File: src/sv/sobel_3x3_gradient_filter_assert.svh
// Assertion macros used by the Sobel filter top level.
`ifndef SOBEL_3X3_GRADIENT_FILTER_ASSERT_SVH
`define SOBEL_3X3_GRADIENT_FILTER_ASSERT_SVH

// Same-cycle implication, checked on every clock out of reset.
`define SGF_ASSERT_IMPLIES(lbl, pre, post, msg) \
  lbl: assert property (@(posedge clk_i) disable iff (!rst_ni) (pre) |-> (post)) \
    else $error(msg);

// Next-cycle implication.
`define SGF_ASSERT_NEXT(lbl, pre, post, msg) \
  lbl: assert property (@(posedge clk_i) disable iff (!rst_ni) (pre) |=> (post)) \
    else $error(msg);

`endif

File: src/sv/sgf_pkg.sv
// Types and constants of the Sobel 3x3 gradient filter.
package sgf_pkg;

  localparam int MAX_WIDTH  = 2048;
  localparam int MAX_HEIGHT = 4096;

  localparam int PIX_W     = 8;
  localparam int ADDR_W    = $clog2(MAX_WIDTH);
  localparam int WIDTH_W   = $clog2(MAX_WIDTH + 1);
  localparam int HEIGHT_W  = $clog2(MAX_HEIGHT + 1);
  localparam int TOTAL_W   = $clog2(MAX_WIDTH * MAX_HEIGHT + 1);
  localparam int RES_W     = $clog2(MAX_WIDTH * MAX_HEIGHT);
  localparam int ROW_W     = TOTAL_W + 1;
  localparam int SUM_W     = PIX_W + 2;
  localparam int GRAD_W    = PIX_W + 3;

  // Register fields and the write port
  localparam int WFIELD_W  = 12;
  localparam int HFIELD_W  = 13;
  localparam int CFG_W     = 13;
  localparam int CFG_IDX_W = 1;

  localparam int WIDTH_RST  = 640;
  localparam int HEIGHT_RST = 480;

  typedef enum logic [CFG_IDX_W-1:0] {
    CFG_IMAGE_WIDTH  = 1'b0,
    CFG_IMAGE_HEIGHT = 1'b1
  } sgf_cfg_idx_e;

  localparam logic KIND_FLUSH = 1'b1;

  typedef struct packed {
    logic             kind;
    logic [PIX_W-1:0] pixel;
  } sgf_in_t;

  typedef struct packed {
    logic [PIX_W-1:0] row_gradient;
    logic [PIX_W-1:0] column_gradient;
    logic             last_result;
  } sgf_out_t;

  // Per-item control carried from the counter stage to the datapath
  typedef struct packed {
    logic [ADDR_W-1:0] addr;
    logic [PIX_W-1:0]  value;
    logic              up_ok;
    logic              mid_ok;
    logic              col0;
    logic              have;
    logic              top_z;
    logic              bot_z;
    logic              left_z;
    logic              right_z;
    logic              last;
    logic              restart;
  } sgf_tag_t;

endpackage

File: src/sv/sgf_kernel.sv
// 3x3 window, Sobel sums, clamp and output register.
module sgf_kernel (
  input  logic                      clk_i,
  input  logic                      rst_ni,
  input  logic                      s1_valid_i,
  input  sgf_pkg::sgf_tag_t         s1_tag_i,
  input  logic [sgf_pkg::PIX_W-1:0] up_i,
  input  logic [sgf_pkg::PIX_W-1:0] mid_i,
  output logic                      take_o,
  output logic                      out_valid_o,
  input  logic                      out_stall_i,
  output sgf_pkg::sgf_out_t         out_data_o
);
  import sgf_pkg::*;

  // win_q[row][0] is the older column, win_q[row][1] the newer one
  logic [PIX_W-1:0] win_q [3][2];
  logic [PIX_W-1:0] nc [3];
  logic [PIX_W-1:0] t [3][3];

  logic [SUM_W-1:0]         top_s, bot_s, lft_s, rgt_s;
  logic signed [GRAD_W-1:0] rg_d, cg_d, rg_q, cg_q;
  logic                     s2_v_q, s2_last_q;
  logic                     out_v_q;
  sgf_out_t                 out_q, out_d;
  logic                     out_free, s2_free, s1_adv;

  assign out_free = !out_v_q || !out_stall_i;
  assign s2_free  = !s2_v_q || out_free;
  assign s1_adv   = s1_valid_i && s2_free;
  assign take_o   = s2_free;

  always_comb begin
    nc[0] = up_i;
    nc[1] = mid_i;
    nc[2] = s1_tag_i.value;
    for (int i = 0; i < 3; i++) begin
      t[i][0] = win_q[i][0];
      t[i][1] = win_q[i][1];
      t[i][2] = s1_tag_i.col0 ? '0 : nc[i];
    end
    if (s1_tag_i.top_z) begin
      for (int j = 0; j < 3; j++) t[0][j] = '0;
    end
    if (s1_tag_i.bot_z) begin
      for (int j = 0; j < 3; j++) t[2][j] = '0;
    end
    if (s1_tag_i.left_z) begin
      for (int i = 0; i < 3; i++) t[i][0] = '0;
    end
    if (s1_tag_i.right_z) begin
      for (int i = 0; i < 3; i++) t[i][2] = '0;
    end
    bot_s = SUM_W'(t[2][0]) + (SUM_W'(t[2][1]) << 1) + SUM_W'(t[2][2]);
    top_s = SUM_W'(t[0][0]) + (SUM_W'(t[0][1]) << 1) + SUM_W'(t[0][2]);
    rgt_s = SUM_W'(t[0][2]) + (SUM_W'(t[1][2]) << 1) + SUM_W'(t[2][2]);
    lft_s = SUM_W'(t[0][0]) + (SUM_W'(t[1][0]) << 1) + SUM_W'(t[2][0]);
    rg_d  = $signed({1'b0, bot_s}) - $signed({1'b0, top_s});
    cg_d  = $signed({1'b0, rgt_s}) - $signed({1'b0, lft_s});
  end

  always_ff @(posedge clk_i or negedge rst_ni) begin
    if (!rst_ni) begin
      for (int i = 0; i < 3; i++) begin
        win_q[i][0] <= '0;
        win_q[i][1] <= '0;
      end
    end else if (s1_adv) begin
      for (int i = 0; i < 3; i++) begin
        win_q[i][0] <= s1_tag_i.restart ? '0 : win_q[i][1];
        win_q[i][1] <= s1_tag_i.restart ? '0 : nc[i];
      end
    end
  end

  always_ff @(posedge clk_i) begin
    if (s1_adv) begin
      rg_q      <= rg_d;
      cg_q      <= cg_d;
      s2_last_q <= s1_tag_i.last;
    end
  end

  // Clamp to 0..255
  always_comb begin
    if (rg_q[GRAD_W-1]) begin
      out_d.row_gradient = '0;
    end else if (|rg_q[GRAD_W-2:PIX_W]) begin
      out_d.row_gradient = '1;
    end else begin
      out_d.row_gradient = rg_q[PIX_W-1:0];
    end
    if (cg_q[GRAD_W-1]) begin
      out_d.column_gradient = '0;
    end else if (|cg_q[GRAD_W-2:PIX_W]) begin
      out_d.column_gradient = '1;
    end else begin
      out_d.column_gradient = cg_q[PIX_W-1:0];
    end
    out_d.last_result = s2_last_q;
  end

  always_ff @(posedge clk_i or negedge rst_ni) begin
    if (!rst_ni) begin
      s2_v_q  <= 1'b0;
      out_v_q <= 1'b0;
    end else begin
      if (s2_free) begin
        s2_v_q <= s1_adv && s1_tag_i.have;
      end
      if (out_free) begin
        out_v_q <= s2_v_q;
      end
    end
  end

  always_ff @(posedge clk_i) begin
    if (out_free && s2_v_q) begin
      out_q <= out_d;
    end
  end

  assign out_valid_o = out_v_q;
  assign out_data_o  = out_q;

endmodule

File: config.mk
export PLATFORM = sky130hd
export DESIGN_NAME = sgf_kernel
export DESIGN_NICKNAME = d
export VERILOG_FILES = /design/src/sv/sobel_3x3_gradient_filter_assert.svh /design/src/sv/sgf_pkg.sv /design/src/sv/sgf_kernel.sv
export SDC_FILE = /design/constraint.sdc
export NUM_CORES = 1
export LEC_CHECK = 0
export ABC_CLOCK_PERIOD_IN_PS = 3680
export BUFFER_PORTS_ARGS = -buffer_cell sky130_fd_sc_hd__buf_2
export CAP_MARGIN = 10
export CELL_PAD_IN_SITES_DETAIL_PLACEMENT = 1
export CELL_PAD_IN_SITES_GLOBAL_PLACEMENT = 2
export CORE_AREA = 3 3 132 134
export CTS_CLUSTER_DIAMETER = 30
export CTS_CLUSTER_SIZE = 30
export DETAILED_ROUTE_END_ITERATION = 8
export DIE_AREA = 0 0 135 137
export PLACE_DENSITY = 0.76
export SYNTH_ARGS = -nofsm -noshare
export SYNTH_HDL_FRONTEND = slang
export SYNTH_SLANG_ARGS = --single-unit
File: constraint.sdc
create_clock -name clk_i -period 3.68 [get_ports clk_i]
set_input_delay 0.552 -clock clk_i [delete_from_list [all_inputs] [get_ports clk_i]]
set_output_delay 0.552 -clock clk_i [all_outputs]
set_load 0.02 [all_outputs]
### Word level (Yosys, flattened, before mapping)

Index checks and enable logic that the tools add are counted.

* output and inout port bits: 19
* word-level logic and storage cells: 53
* bits in registers: 90
* bits of input ports: 49

* multiplexer cells: 19
* reductions and logical operators: 10
* add/sub/neg operators: 10

Operators with widths (number)
* $mux 8: 17
* $mux 24: 2
* $add 10x8->10: 4
* $add 8x9->10: 4
* $sub 10x10->11: 2
* $reduce_or 2->1: 2
* $logic_and 1x1->1: 3
* $logic_not 1->1: 3
* $logic_or 1x1->1: 2

### Longest topological paths before layout

* depth after elaboration: 6
* depth in mapped cells: 18
* depth with buffers taken out: 17

### Least setup slack after synthesis

Ideal clock, no wire load.

* kind: input-to-reg
* start: input s1_tag_i[3] in the netlist's numbering
* end: register rg_q[9], data pin
* setup slack: -0.413 ns
* data required time: 3.421 ns
* library setup time: 0.259 ns
* cell stages on the path: 17
* buffers on the path: 1
* arrival time: 3.835 ns
* cells stage by stage: clkbuf_1 -> nor2_1 -> nand2_1 -> fa_1 -> inv_1 -> fa_1 -> inv_1 -> fa_1 -> inv_1 -> ha_1 -> inv_1 -> fa_1 -> inv_1 -> a21oi_1 -> o221ai_1 -> o211ai_1 -> xnor2_1

* word-level cells in the longest chain between the ends: 4
* elaborated cells on any way between the ends: 7
* those cells by class: 5 x add/sub; 2 x mux

RTL lines
* start: declaration: line sgf_kernel.sv:6 `input sgf_pkg::sgf_tag_t s1_tag_i,`
* $mux 8: line sgf_kernel.sv:48 `if (s1_tag_i.left_z) begin`
* $add 8x9->10 (on tied branches): line sgf_kernel.sv:54, sgf_kernel.sv:55
* $add 10x8->10 (on tied branches): line sgf_kernel.sv:54, sgf_kernel.sv:55
* $sub 10x10->11 (*): line sgf_kernel.sv:58 `rg_d = $signed({1'b0, bot_s}) - $signed({1'b0, top_s});`
* via rg_d[9]: line sgf_kernel.sv:22 `logic signed [GRAD_W-1:0] rg_d, cg_d, rg_q, cg_q;`
* end signal: assignment: line sgf_kernel.sv:78 `rg_q <= rg_d;`
* end: declaration: line sgf_kernel.sv:22

Mark *: on every way through the listed nets, which the timed path passes. The rest lies on a longest branch.
A chain may end at the register's enable or synchronous reset.

### Final worst setup path

* start: input s1_tag_i[4] in the netlist's numbering
* end: register rg_q[8], data pin

* word-level cells in the longest chain between the ends: 5
* elaborated cells on any way between the ends: 6
* those cells by class: 3 x add/sub; 3 x mux

RTL lines
* $mux 24 (*): line sgf_kernel.sv:45 `if (s1_tag_i.bot_z) begin`
* $mux 8: line sgf_kernel.sv:48
* $add 8x9->10: line sgf_kernel.sv:54 `bot_s = SUM_W'(t[2][0]) + (SUM_W'(t[2][1]) << 1) + SUM_W'(t[2][2]);`
* $add 10x8->10 (*): line sgf_kernel.sv:54
* $sub 10x10->11 (*): line sgf_kernel.sv:58
* via rg_d[8]: line sgf_kernel.sv:22

Marks and branches as above.

==> results.json <==
{
  "gp_congestion": 0.848,
  "numCtsBuffers": 9,
  "drc": 0,
  "finalSetupViolations": 6,
  "violations": "setup timing",
  "setup.worst_path.start_class": "input port",
  "fp-row-count": 47,
  "wl_per_cell_um": 16.1,
  "grt_first_pass_wirelength_um": 25100,
  "io_pins": 68,
  "power.density_mw_per_mm2": 518,
  "synth_warnings": 0,
  "utilization": 0.480,
  "synth_compound_area_frac": 0.0775,
  "initial_core_util": 0.378,
  "dp_cells": 940,
  "nets": 877,
  "min-delay-path-class": "in2async",
  "arrival_ns": 3.93,
  "p_leak_nw": 3.53,
  "ir_drop_uv": 276,
  "port_buffers": 54,
  "endpoint_kind": "flop",
  "rsz0062_at_grt": "yes",
  "ys_types": 37,
  "place_area_mm2": 0.00721,
  "slowest_delay_ns": 0.52,
  "synth_edf_count": 40,
  "stdcell_count": 967,
  "drtIter0Drc": 169,
  "area_growth_pct": 27.0,
  "reg2reg_depth": 13,
  "synthFlopType": "dfrtp_1",
  "antenna_cells": 0,
  "die_w_um": 135,
  "muxShareOfSynthArea": 0,
  "slowest_stage": "fa_1",
  "synth_top_family_by_area": "adder cells",
  "fin_crit_sh": 1.04,
  "synthArstFlopShare": 0.556,
  "layout_min_cycle_time_ns": 3.82,
  "overflow": 0,
  "grt_max_degree": 58,
  "synthesis.nets": 760,
  "die_h_um": 137,
  "antenna_found_initial": 0,
  "path_cells": "buf_8 > nor3_4 > buf_6 > and2_4 > inv_2 > fa_1 > inv_2 > fa_1 > inv_2 > fa_1 > inv_1 > ha_1 > a21o_1 > a21oi_2 > o21a_2 > o21ai_4 > xor2_1",
  "syn-cell-area_mm2": 0.00620,
  "wl_met2_um": 8360,
  "cp_num_cells": 17,
  "synthAdderAreaFrac": 0.241,
  "synth_seq_area_share": 0.396,
  "synth_cells": 625,
  "cp_max_fo": 5,
  "synthSimpleGateAreaFrac": 0.176,
  "max_slew_margin": 0.361,
  "routed_wl_um": 15500,
  "wl_met3_um": 416,
  "dieArea_mm2": 0.0185,
  "ant_nets": 0,
  "vias_per_cell": 4.66,
  "finalWorstSetupSlack_ns": -0.136,
  "status": "finished, violations left",
  "crit_family": "adder cells",
  "finalPower_mw": 4.08,
  "root_buffer": "clkbuf_16",
  "cts_tree": "yes",
  "wl_met1_um": 6500,
  "synth_seq_cells": 90,
  "place_hpwl_um": 11900,
  "drive_gt1_frac": 0.293,
  "path_clk_slew_ns": 0.07,
  "crit_type": "in2reg",
  "num_vias": 4509,
  "cp.required_ns": 3.79,
  "insertion_delay_ns": 0.36,
  "grt_pass1_vias": 5030,
  "dr.max_layer_used": "met4",
  "cts_buffer_depth": 2,
  "worst_r2r_endpoint": "rg_q[8]",
  "ctsHoldBuffers": 0,
  "fin_area_mm2": 0.00787,
  "core_mm2": 0.0164,
  "synth_xor_area_frac": 0.0283,
  "cts_num_sinks": 90,
  "post-place-ws_ns": -0.649,
  "syn_avg_cell_area_um2": 9.92,
  "final_hold_viol_count": 0,
  "grt_use_total": 0.178,
  "finalClockSkew_ns": 0.0114,
  "tightestPinTransition_ns": 0.953,
  "rrSetupSlack_ns": 0.12,
  "drv_slew": 0,
  "cap_violations": 0,
  "max_freq_ghz": 0.262,
  "drt_pass1_iterations": 4,
  "cts_max_level": 3,
  "path_buf_inv": 6,
  "rr_startpoint": "win_q[35]"
}
## metal layers
metal,up-vias,global-route usage
li1,2177,-
met1,2258,0.207
met2,58,0.334
met3,16,0.0276
met4,0,0.0610
met5,-,0
## report_power, final
part           switching [mW]  total, mW  internal (mW)
sequential             0.0761       1.40           1.32
clock                   0.458      0.936          0.478
combinational           0.894       1.74          0.850
## layout make-up
| class | count | area (um^2) |
|---|---|---|
| clock buffers | 9 | 225 |
| clock inverters | 7 | 66.3 |
| fillers | 1868 | 8530 |
| inverters | 102 | 383 |
| multi-input cells | 409 | 3550 |
| flip-flops and latches | 90 | 2450 |
| well taps | 220 | 275 |
| repair buffers | 130 | 920 |
## cell usage after synthesis, types with 4 or more instances
cell      number  area, um^2
nand2b_1      63         394
o21ai_0       25         125
clkbuf_2       4        20.0
a21oi_1       12        60.1
o21ai_1       25         125
inv_1        102         383
and2_1        21         131
ha_1          30         375
xor2_1         5        43.8
buf_2          4        20.0
clkbuf_1      10        37.5
nand2_1       75         282
or3_1          5        31.3
nor2_1        36         135
a21o_1         5        37.5
dfrtp_1       50        1250
nor2b_1        6        37.5
a31oi_1        5        31.3
fa_1          56        1120
edfxtp_1      40        1200
xnor2_1       15         131
## worst max-delay path by stage
| stage | startpoint | end | slack, ns |
|---|---|---|---|
| after CTS | s1_tag_i[7] | rg_q[9] | -0.1 |
| after global routing | s1_tag_i[4] | rg_q[8] | -0.25 |
| after detailed placement | s1_tag_i[4] | rg_q[9] | -0.65 |
| after floorplan | s1_tag_i[4] | rg_q[8] | -0.25 |
| final | s1_tag_i[4] | rg_q[8] | -0.14 |
| after global placement | s1_tag_i[4] | rg_q[8] | -0.53 |
## per-stage QoR
step | setup TNS [ns] | hold slack (ns)
final | -0.387 | 0.249
after global routing | -1.49 | 0.289
after CTS | -0.361 | 0.266
after detailed placement | -7.62 | 0.413
after global placement | -6.64 | 0.408
after floorplan | -1.14 | 0.256
## worst register-to-register path, cell delays in order (launching register included)
cell and delay [ns]:
dfrtp_1 0.42, xor2_1 0.18, nor2_1 0.07, ha_1 0.20, or3_1 0.39, fa_1 0.53, inv_2 0.04, fa_1 0.57
inv_2 0.06, ha_4 0.26, a21oi_4 0.16, o21a_2 0.20, o21ai_4 0.06, xor2_1 0.17
## state kept, by name (all words and copies together), names as in the netlist
name / count
win_q: 40
out_data_o: 17
cg_q: 11
rg_q: 11
t: 8
out_valid_o: 1
s2_last_q: 1
s2_v_q: 1
## cells by family (layout without fill, tap and decap cells)
family | after synthesis | count (layout)
XOR/XNOR | 20 | 20
AO/OA/AOI/OAI | 84 | 84
AND/OR/NAND/NOR | 219 | 219
adder cells (fa/ha/maj) | 86 | 86
flip-flops | 90 | 90
buffers and inverters | 126 | 248
## cells in the final DEF (no fill, tap or decap), types with 26 or more instances in the layout
cell      count
buf_4        68
inv_1        86
fa_1         52
dfrtp_1      50
nor2_1       35
buf_2        51
nand2_1      71
nand2b_1     63
o21ai_1      26
edfxtp_1     40
## repair_timing
action | in CTS | in global routing
buffers inserted | 10 | 3
pin swaps | 21 | 18
setup endpoints to repair | 13 | 14
resized for setup | 44 | 21
Note: power is estimated with default switching activity, not from simulation.
