--- src/sv/sobel_3x3_gradient_filter_assert.svh ---
// Assertion macros used by the Sobel filter top level.
`ifndef SOBEL_3X3_GRADIENT_FILTER_ASSERT_SVH
`define SOBEL_3X3_GRADIENT_FILTER_ASSERT_SVH

// Same-cycle implication, checked on every clock out of reset.
`define SGF_ASSERT_IMPLIES(lbl, pre, post, msg) \
  lbl: assert property (@(posedge clk_i) disable iff (!rst_ni) (pre) |-> (post)) \
    else $error(msg);

// Next-cycle implication.
`define SGF_ASSERT_NEXT(lbl, pre, post, msg) \
  lbl: assert property (@(posedge clk_i) disable iff (!rst_ni) (pre) |=> (post)) \
    else $error(msg);

`endif

--- src/sv/sgf_pkg.sv ---
// Types and constants of the Sobel 3x3 gradient filter.
package sgf_pkg;

  localparam int MAX_WIDTH  = 2048;
  localparam int MAX_HEIGHT = 4096;

  localparam int PIX_W     = 8;
  localparam int ADDR_W    = $clog2(MAX_WIDTH);
  localparam int WIDTH_W   = $clog2(MAX_WIDTH + 1);
  localparam int HEIGHT_W  = $clog2(MAX_HEIGHT + 1);
  localparam int TOTAL_W   = $clog2(MAX_WIDTH * MAX_HEIGHT + 1);
  localparam int RES_W     = $clog2(MAX_WIDTH * MAX_HEIGHT);
  localparam int ROW_W     = TOTAL_W + 1;
  localparam int SUM_W     = PIX_W + 2;
  localparam int GRAD_W    = PIX_W + 3;

  // Register fields and the write port
  localparam int WFIELD_W  = 12;
  localparam int HFIELD_W  = 13;
  localparam int CFG_W     = 13;
  localparam int CFG_IDX_W = 1;

  localparam int WIDTH_RST  = 640;
  localparam int HEIGHT_RST = 480;

  typedef enum logic [CFG_IDX_W-1:0] {
    CFG_IMAGE_WIDTH  = 1'b0,
    CFG_IMAGE_HEIGHT = 1'b1
  } sgf_cfg_idx_e;

  localparam logic KIND_FLUSH = 1'b1;

  typedef struct packed {
    logic             kind;
    logic [PIX_W-1:0] pixel;
  } sgf_in_t;

  typedef struct packed {
    logic [PIX_W-1:0] row_gradient;
    logic [PIX_W-1:0] column_gradient;
    logic             last_result;
  } sgf_out_t;

  // Per-item control carried from the counter stage to the datapath
  typedef struct packed {
    logic [ADDR_W-1:0] addr;
    logic [PIX_W-1:0]  value;
    logic              up_ok;
    logic              mid_ok;
    logic              col0;
    logic              have;
    logic              top_z;
    logic              bot_z;
    logic              left_z;
    logic              right_z;
    logic              last;
    logic              restart;
  } sgf_tag_t;

endpackage

--- src/sv/sgf_ctrl.sv ---
// Configuration registers, raster counters and the first pipeline stage.
module sgf_ctrl (
  input  logic                         clk_i,
  input  logic                         rst_ni,
  input  logic                         cfg_we_i,
  input  logic [sgf_pkg::CFG_IDX_W-1:0] cfg_idx_i,
  input  logic [sgf_pkg::CFG_W-1:0]    cfg_wdata_i,
  input  logic                         in_valid_i,
  output logic                         in_stall_o,
  input  sgf_pkg::sgf_in_t             in_data_i,
  input  logic                         take_i,
  output logic                         rd_en_o,
  output logic [sgf_pkg::ADDR_W-1:0]   rd_addr_o,
  output logic                         s1_valid_o,
  output sgf_pkg::sgf_tag_t            s1_tag_o
);
  import sgf_pkg::*;

  logic [WIDTH_W-1:0]  w_q, w_d;
  logic [HEIGHT_W-1:0] h_q, h_d;
  logic [TOTAL_W-1:0]  total_q, total_d;
  logic [ADDR_W-1:0]   col_q, col_d;
  logic [ROW_W-1:0]    row_q, row_d;
  logic [RES_W-1:0]    res_q, res_d;
  logic                s1_v_q, s1_v_d;
  sgf_tag_t            tag_q, tag_d;

  logic [WFIELD_W-1:0] w_raw;
  logic [HFIELD_W-1:0] h_raw;
  logic [WIDTH_W-1:0]  w_new;
  logic [HEIGHT_W-1:0] h_new;
  logic                accept;
  logic                c_nz, past_h;
  logic [ROW_W-1:0]    h_ext;
  logic [WIDTH_W:0]    col_inc;

  // Config: out-of-range sizes clamp to 1..MAX
  always_comb begin
    w_raw = cfg_wdata_i[WFIELD_W-1:0];
    h_raw = cfg_wdata_i[HFIELD_W-1:0];
    if (w_raw == '0) begin
      w_new = WIDTH_W'(1);
    end else if (int'(w_raw) > MAX_WIDTH) begin
      w_new = WIDTH_W'(MAX_WIDTH);
    end else begin
      w_new = WIDTH_W'(w_raw);
    end
    if (h_raw == '0) begin
      h_new = HEIGHT_W'(1);
    end else if (int'(h_raw) > MAX_HEIGHT) begin
      h_new = HEIGHT_W'(MAX_HEIGHT);
    end else begin
      h_new = HEIGHT_W'(h_raw);
    end
    w_d = w_q;
    h_d = h_q;
    if (cfg_we_i) begin
      case (cfg_idx_i)
        CFG_IMAGE_WIDTH:  w_d = w_new;
        CFG_IMAGE_HEIGHT: h_d = h_new;
        default: ;
      endcase
    end
    total_d = TOTAL_W'(w_d) * TOTAL_W'(h_d);
  end

  always_ff @(posedge clk_i or negedge rst_ni) begin
    if (!rst_ni) begin
      w_q     <= WIDTH_W'(WIDTH_RST);
      h_q     <= HEIGHT_W'(HEIGHT_RST);
      total_q <= TOTAL_W'(WIDTH_RST * HEIGHT_RST);
    end else if (cfg_we_i) begin
      w_q     <= w_d;
      h_q     <= h_d;
      total_q <= total_d;
    end
  end

  assign in_stall_o = s1_v_q && !take_i;
  assign accept     = in_valid_i && !in_stall_o;
  assign rd_en_o    = accept;
  assign rd_addr_o  = col_q;

  always_comb begin
    c_nz   = (col_q != '0);
    h_ext  = ROW_W'(h_q);
    past_h = (row_q >= h_ext);

    tag_d.addr    = col_q;
    tag_d.value   = (in_data_i.kind == KIND_FLUSH || past_h) ? '0 : in_data_i.pixel;
    tag_d.up_ok   = (row_q >= ROW_W'(2));
    tag_d.mid_ok  = (row_q != '0);
    tag_d.col0    = !c_nz;
    tag_d.have    = c_nz ? tag_d.mid_ok : tag_d.up_ok;
    tag_d.top_z   = c_nz ? (row_q == ROW_W'(1)) : (row_q == ROW_W'(2));
    tag_d.bot_z   = c_nz ? past_h : (row_q > h_ext);
    tag_d.left_z  = c_nz ? (col_q == ADDR_W'(1)) : (w_q == WIDTH_W'(1));
    tag_d.right_z = c_nz ? ((WIDTH_W+1)'(col_q) >= (WIDTH_W+1)'(w_q)) : 1'b1;
    tag_d.last    = ((TOTAL_W'(res_q) + TOTAL_W'(1)) >= total_q);
    tag_d.restart = tag_d.have && tag_d.last;

    col_inc = (WIDTH_W+1)'(col_q) + (WIDTH_W+1)'(1);
    col_d   = col_q;
    row_d   = row_q;
    res_d   = res_q;
    if (accept) begin
      if (tag_d.restart) begin
        col_d = '0;
        row_d = '0;
        res_d = '0;
      end else begin
        if (col_inc >= (WIDTH_W+1)'(w_q)) begin
          col_d = '0;
          if (row_q != '1) begin
            row_d = row_q + ROW_W'(1);
          end
        end else begin
          col_d = ADDR_W'(col_inc);
        end
        if (tag_d.have) begin
          res_d = res_q + RES_W'(1);
        end
      end
    end

    if (accept) begin
      s1_v_d = 1'b1;
    end else if (take_i) begin
      s1_v_d = 1'b0;
    end else begin
      s1_v_d = s1_v_q;
    end
  end

  always_ff @(posedge clk_i or negedge rst_ni) begin
    if (!rst_ni) begin
      col_q  <= '0;
      row_q  <= '0;
      res_q  <= '0;
      s1_v_q <= 1'b0;
    end else begin
      col_q  <= col_d;
      row_q  <= row_d;
      res_q  <= res_d;
      s1_v_q <= s1_v_d;
    end
  end

  always_ff @(posedge clk_i) begin
    if (accept) begin
      tag_q <= tag_d;
    end
  end

  assign s1_valid_o = s1_v_q;
  assign s1_tag_o   = tag_q;

endmodule

--- config.mk ---
export PLATFORM = sky130hd
export DESIGN_NAME = sgf_ctrl
export DESIGN_NICKNAME = d
export VERILOG_FILES = /design/src/sv/sobel_3x3_gradient_filter_assert.svh /design/src/sv/sgf_pkg.sv /design/src/sv/sgf_ctrl.sv
export SDC_FILE = /design/constraint.sdc
export NUM_CORES = 1
export LEC_CHECK = 0
export BUFFER_PORTS_ARGS = -buffer_cell sky130_fd_sc_hd__buf_2
export CELL_PAD_IN_SITES_DETAIL_PLACEMENT = 1
export CELL_PAD_IN_SITES_GLOBAL_PLACEMENT = 1
export CORE_MARGIN = 1.5
export CORE_UTILIZATION = 35
export CTS_CLUSTER_SIZE = 20
export DETAILED_ROUTE_END_ITERATION = 8
export HOLD_SLACK_MARGIN = 0.06
export PLACE_DENSITY_LB_ADDON = 0.1
export SYNTH_ARGS = -nofsm -noshare
export SYNTH_HDL_FRONTEND = slang
export SYNTH_SLANG_ARGS = --single-unit
--- constraint.sdc ---
create_clock -name clk_i -period 5.8 [get_ports clk_i]
set_clock_uncertainty 0.2 [all_clocks]
set_input_delay 0.29 -clock clk_i [delete_from_list [all_inputs] [get_ports clk_i]]
set_output_delay 0.29 -clock clk_i [all_outputs]
set_load 0.03 [all_outputs]
== Word-level counts from Yosys, hierarchy flattened ==
Cells that the tools add are included.

* Output and inout bits: 43
* Input port bits: 28
* Register bits: 138

* Multiply operators: 1
* Equality and inequality tests: 5
* Mux-type cells: 21
* $lt $le $gt $ge: 8
* Add/subtract/negate cells: 4
* Reduce and logical (&&, ||, !) cells: 17

{| class="wikitable"
|+ Operators with widths
! operator !! count
|-
| $mux W25 || 3
|-
| $mux W13 || 4
|-
| $mux W12 || 4
|-
| $mux W23 || 2
|-
| $add A25 B1 Y25 const B || 1
|-
| $eq A25 B1 Y1 const B || 1
|-
| $eq A25 B2 Y1 const B || 1
|-
| $ge A25 B13 Y1 || 1
|-
| $ge A25 B2 Y1 const B || 1
|-
| $gt A25 B13 Y1 || 1
|-
| $ne A25 B25 Y1 const B || 1
|-
| $reduce_bool A25 Y1 || 1
|-
| $add A23 B1 Y24 const B || 1
|-
| $ge A24 B24 Y1 || 1
|-
| $mul A12 B13 Y24 || 1
|-
| $add A23 B1 Y23 const B || 1
|-
| $mux W11 || 2
|-
| $gt A13 B13 Y1 const B || 1
|-
| $logic_not A13 Y1 || 1
|-
| $add A11 B1 Y12 const B || 1
|-
| $eq A12 B1 Y1 const B || 1
|-
| $ge A11 B12 Y1 || 1
|-
| $ge A12 B12 Y1 || 1
|-
| $gt A12 B12 Y1 const B || 1
|-
| 10 further kinds || 22
|}

== Logic depth before layout (Yosys ltp) ==
* Word-level depth: 6
* Gate-level depth with buffers: 28

== Worst setup path after synthesis ==
OpenSTA, ideal clock, no wires.

* Path kind: input -> register
* Start point: in cfg_wdata_i[5] (netlist name)
* End point: reg total_q[23]
* Path buffers: 2
* Setup slack: -0.804 ns
* Cell stages on the path: 27
* Arrival time: 6.267 ns
* Data required time: 5.463 ns
* Library setup time: 0.137 ns
* Cell sequence: nor4_1 nand3_1 nor2_1 o21ba_2 clkbuf_1 a22oi_1 inv_1 clkbuf_1 nand2_1 fa_1 inv_1 fa_1 inv_1 fa_1 inv_1 fa_1 inv_1 fa_1 inv_1 ha_1 a211o_1 o2111ai_1 a31oi_1 or4_1 a31oi_1 xnor2_1 a21oi_1

* Cells in the longest elaborated chain, start to end: 6
* Elaborated cells on any way between the ends: 13

{| class="wikitable"
|+ RTL lines
! item !! line !! text
|-
| start: declaration || sgf_ctrl.sv:7 || <nowiki>input logic [sgf_pkg::CFG_W-1:0] cfg_wdata_i,</nowiki>
|-
| $gt A13 B13 Y1 / $gt A12 B12 Y1 (equally long branches) || sgf_ctrl.sv:50, sgf_ctrl.sv:43 ||
|-
| $mux W13 / $mux W12 (equally long branches) || sgf_ctrl.sv:50, sgf_ctrl.sv:43 ||
|-
| $mux W13 / $mux W12 (equally long branches) || sgf_ctrl.sv:48, sgf_ctrl.sv:41 ||
|-
| $mux W13 / $mux W12 (equally long branches) || sgf_ctrl.sv:58 || <nowiki>case (cfg_idx_i)</nowiki>
|-
| $mux W13 / $mux W12 (equally long branches) || sgf_ctrl.sv:57 || <nowiki>if (cfg_we_i) begin</nowiki>
|-
| $mul A12 B13 Y24 * || sgf_ctrl.sv:64 || <nowiki>total_d = TOTAL_W'(w_d) * TOTAL_W'(h_d);</nowiki>
|-
| end signal: assignment || sgf_ctrl.sv:71 || <nowiki>total_q <= TOTAL_W'(WIDTH_RST * HEIGHT_RST);</nowiki>
|-
| end signal: assignment || sgf_ctrl.sv:75 || <nowiki>total_q <= total_d;</nowiki>
|-
| end: declaration || sgf_ctrl.sv:21 || <nowiki>logic [TOTAL_W-1:0] total_q, total_d;</nowiki>
|}

Every way passes the cells marked *; elsewhere a longest branch is shown, timed or not.
A chain may end at the register's enable or synchronous reset.

== Worst setup path in the final report ==
* Start point: in cfg_wdata_i[6] (netlist name)
* End point: reg total_q[23]

The elaborated chain is that of the path after synthesis.

==> flow_metrics.tcl <==
set metrics [dict create \
    slew_headroom_pct 34.3 \
    die_w_um 195 \
    dieArea_mm2 0.0380 \
    grt_max_degree 67 \
    power-per-cell-area_mw_per_mm2 287 \
    totalWireLength_um 38700 \
    p_switching_mw 1.85 \
    antenna_cells 0 \
    end_kind "flip-flop" \
    drc 0 \
    crit_path_start_kind "input pin" \
    htree_levels 4 \
    max_freq_mhz 170 \
    synthCells 1435 \
    viasPerCell 4.94 \
    numCtsBuffers 17 \
    violations "setup timing" \
    layout_common_cells "inv_1, nand2_1, buf_4, ha_1, dfrtp_1" \
    synth_seq_cells 138 \
    coreArea_mm2 0.0364 \
    io_buffers 70 \
    setup_slack_ns -0.0708 \
    path_max_fanout 5 \
    placed_area_mm2 0.0150 \
    final.fill_count 4224 \
    hold_viol 0 \
    worst-r2r-cell-count 20 \
    syn_to_final_growth_pct 26.0 \
    antenna_found_initial 0 \
    clock-root-buffer "clkbuf_16" \
    drive_above_1_share_pct 24.6 \
    synth_area_mm2 0.0129 \
    synth_nets 1699 \
    rows 70 \
    drt_iter0_drc 312 \
    gp_congestion 0.836 \
    power_frac_clock_pct 24.7 \
    hp-class "in -> reg" \
    ios 71 \
    wl_per_cell_um 18.1 \
    finalSetupViolations 1 \
    cts_buffer_depth 2 \
    grt_pass1_vias 11833 \
    peakVddDrop_uv 187 \
    critPathRequiredTime_ns 5.91 \
    grt_pass1_wl_um 64700 \
    final_common_cell "inv_1" \
    hpwl_um 30700 \
    clkLatencyLatePin_ns 0.45 \
    ant_nets 0 \
    rsz0062_at_grt "yes" \
    synth_edf_count 29 \
    fin_crit_ns 5.87 \
    p_seq_share_pct 28.6 \
    timing.final.crit_share_pct 101 \
    swShare_pct 39.8 \
    yosysSeqAreaShare_pct 28.0 \
    cts_sinks 138 \
    status "finished with violations" \
    tns_ns -0.0708 \
    async_reset_ff_share_pct 79.0 \
    synth_cell_types 65 \
    regArea_mm2 0.00361 \
    internal-power_mw 2.81 \
    fin_area_mm2 0.0162 \
    dr.pass1.iters 4 \
    grt_usage_pct 21.8 \
    layout.nets 1923 \
    grt_overflow 0 \
    path_clk_slew_ns 0.07 \
    die_h_um 195 \
    cap_violations 0 \
    start_util_pct 35.4 \
    hold_depth 3 \
    p_leak_nw 7.85 \
    crit_type "in -> reg" \
    worst_pin_slew_ns 0.985 \
    synthFlopType "dfrtp_1" \
    cp.arrival_ns 5.98 \
    vias 10571 \
    combPwrFrac_pct 46.7 \
    place_ws_ns -0.768 \
    drv_slew 0 \
    yosys_warnings 0 \
    syn_area_per_cell_um2 8.98 \
    cts_tree "built" \
    multi_input_area_mm2 0.00857 \
]
## stage by stage
| step | hold slack [ns] | instances | total power, mW | utilization, % |
|---|---|---|---|---|
| floorplan | -0.206 | 1435 | 2.69 | - |
| global placement | 0.166 | 2076 | 3.39 | 41.0 |
| detailed placement | 0.165 | 2076 | 3.44 | 41.0 |
| CTS | 0.155 | 2136 | 4.67 | 43.8 |
| global route | 0.193 | 2140 | 5.05 | 44.6 |
| finish | 0.170 | 2140 | 4.66 | 44.6 |
## critical path, cell delays in order
cell and delay, ns:
buf_6 0.10, nor4_4 0.27, nand3_2 0.14, buf_4 0.18
a21oi_4 0.22, a22o_4 0.20, buf_6 0.14, nand2_4 0.05
fa_1 0.48, inv_1 0.05, fa_1 0.49, inv_1 0.05
fa_1 0.53, inv_1 0.06, fa_1 0.49, fa_1 0.55
ha_4 0.21, buf_4 0.15, nand2_1 0.09, o21bai_1 0.12
o21ai_2 0.18, a31oi_2 0.13, or4_1 0.41, a31oi_1 0.18
xnor2_1 0.14, a21oi_1 0.08
## logic make-up (layout without fill, tap and decap cells)
kind of cell               Yosys count  in the layout  share of synthesized area [%]
adders and majority gates          236            236                           29.3
and+or+nand+nor                    480            480                           17.6
muxes                               11             11                          0.884
xor gates and xnor gates            63             63                           4.28
AOI/OAI and AO/OA                  211            211                           10.7
buffers and inverters              296            533                           9.30
DFF                                138            138                           28.0
## cell usage after synthesis, types with 5 or more instances
| cell | n | area (um^2) |
|---|---|---|
| nor2b_1 | 7 | 43.8 |
| nor3_1 | 25 | 125 |
| clkinv_1 | 8 | 30.0 |
| and4_1 | 6 | 52.6 |
| edfxtp_1 | 29 | 871 |
| a22oi_1 | 9 | 67.6 |
| nor2_1 | 87 | 327 |
| or3_1 | 10 | 62.6 |
| ha_1 | 127 | 1590 |
| nand3_1 | 37 | 185 |
| buf_4 | 12 | 90.1 |
| and2_1 | 30 | 188 |
| inv_1 | 230 | 863 |
| buf_6 | 5 | 56.3 |
| o21a_1 | 12 | 90.1 |
| nand2b_1 | 18 | 113 |
| o21ai_0 | 66 | 330 |
| mux2i_1 | 8 | 80.1 |
| dfrtp_1 | 99 | 2480 |
| and3_1 | 11 | 68.8 |
| nand2_1 | 200 | 751 |
| a22o_1 | 17 | 149 |
| nand4_1 | 16 | 100 |
| fa_1 | 109 | 2180 |
| dfstp_2 | 10 | 263 |
| nor2_2 | 5 | 31.3 |
| clkbuf_1 | 34 | 128 |
| a21o_1 | 17 | 128 |
| nor4_1 | 13 | 81.3 |
| xor2_1 | 14 | 123 |
| a211oi_1 | 7 | 52.6 |
| xnor2_1 | 49 | 429 |
| a21oi_1 | 38 | 190 |
## registers in the layout, summed over array words and instances (netlist names)
| name | count |
|---|---|
| rd_addr_o | 11 |
| w_q | 12 |
| h_q | 13 |
| row_q | 25 |
| s1_tag_o | 29 |
| res_q | 23 |
| s1_valid_o | 1 |
| total_q | 24 |
## timing repair
action,4_1_cts,5_1_grt
gates resized for setup,48,64
hold buffers,11,0
pin swaps,47,50
endpoints found under the setup margin,8,12
hold endpoints to repair,47,0
cloned,1,0
buffers inserted,17,4
## layer usage
metal,track usage (%),wire length (um),vias to the layer above,share of wire (%)
met3,2.67,870,29,2.2
met2,38.2,19700,110,51
met4,6.06,599,0,1.5
met1,28.2,17500,5305,45
met5,0,0,-,0
li1,-,-,5127,-
## cell type report
| class | instances | share of cell area [%] |
|---|---|---|
| flip-flops and latches | 138 | 22.2 |
| clock inverters | 15 | 1.07 |
| clock buffers | 17 | 2.62 |
| inverters | 239 | 5.56 |
| well taps | 468 | 3.61 |
| multi-input cells | 1001 | 52.8 |
| repair buffers | 262 | 12.1 |
## worst paths after layout
kind                                              start                          to  slack, ns
worst max-delay path                     cfg_wdata_i[6]     total_q[23]$_DFFE_PN0P_      -0.07
worst min-delay path                       in_data_i[8]  s1_tag_o[11]$_SDFFCE_PP0P_       0.17
worst max register to register       h_q[3]$_DFFE_PN0P_     total_q[23]$_DFFE_PN0P_       0.02
worst min register to register  total_q[12]$_DFFE_PN1P_     total_q[12]$_DFFE_PN1P_       0.29
max in group asynchronous                        rst_ni     total_q[20]$_DFFE_PN0P_       3.81
min in group asynchronous                        rst_ni       row_q[21]$_DFFE_PN0P_       0.21
## power by group through the flow
stage / registers [mW] / logic [mW] / clock network, mW
after floorplan: 1.32 / 1.37 / 0
after global placement: 1.35 / 2.04 / 0
after detailed placement: 1.35 / 2.08 / 0
after CTS: 1.34 / 2.15 / 1.18
after global routing: 1.36 / 2.47 / 1.22
final: 1.33 / 2.18 / 1.15
(Power assumes the default switching activity.)
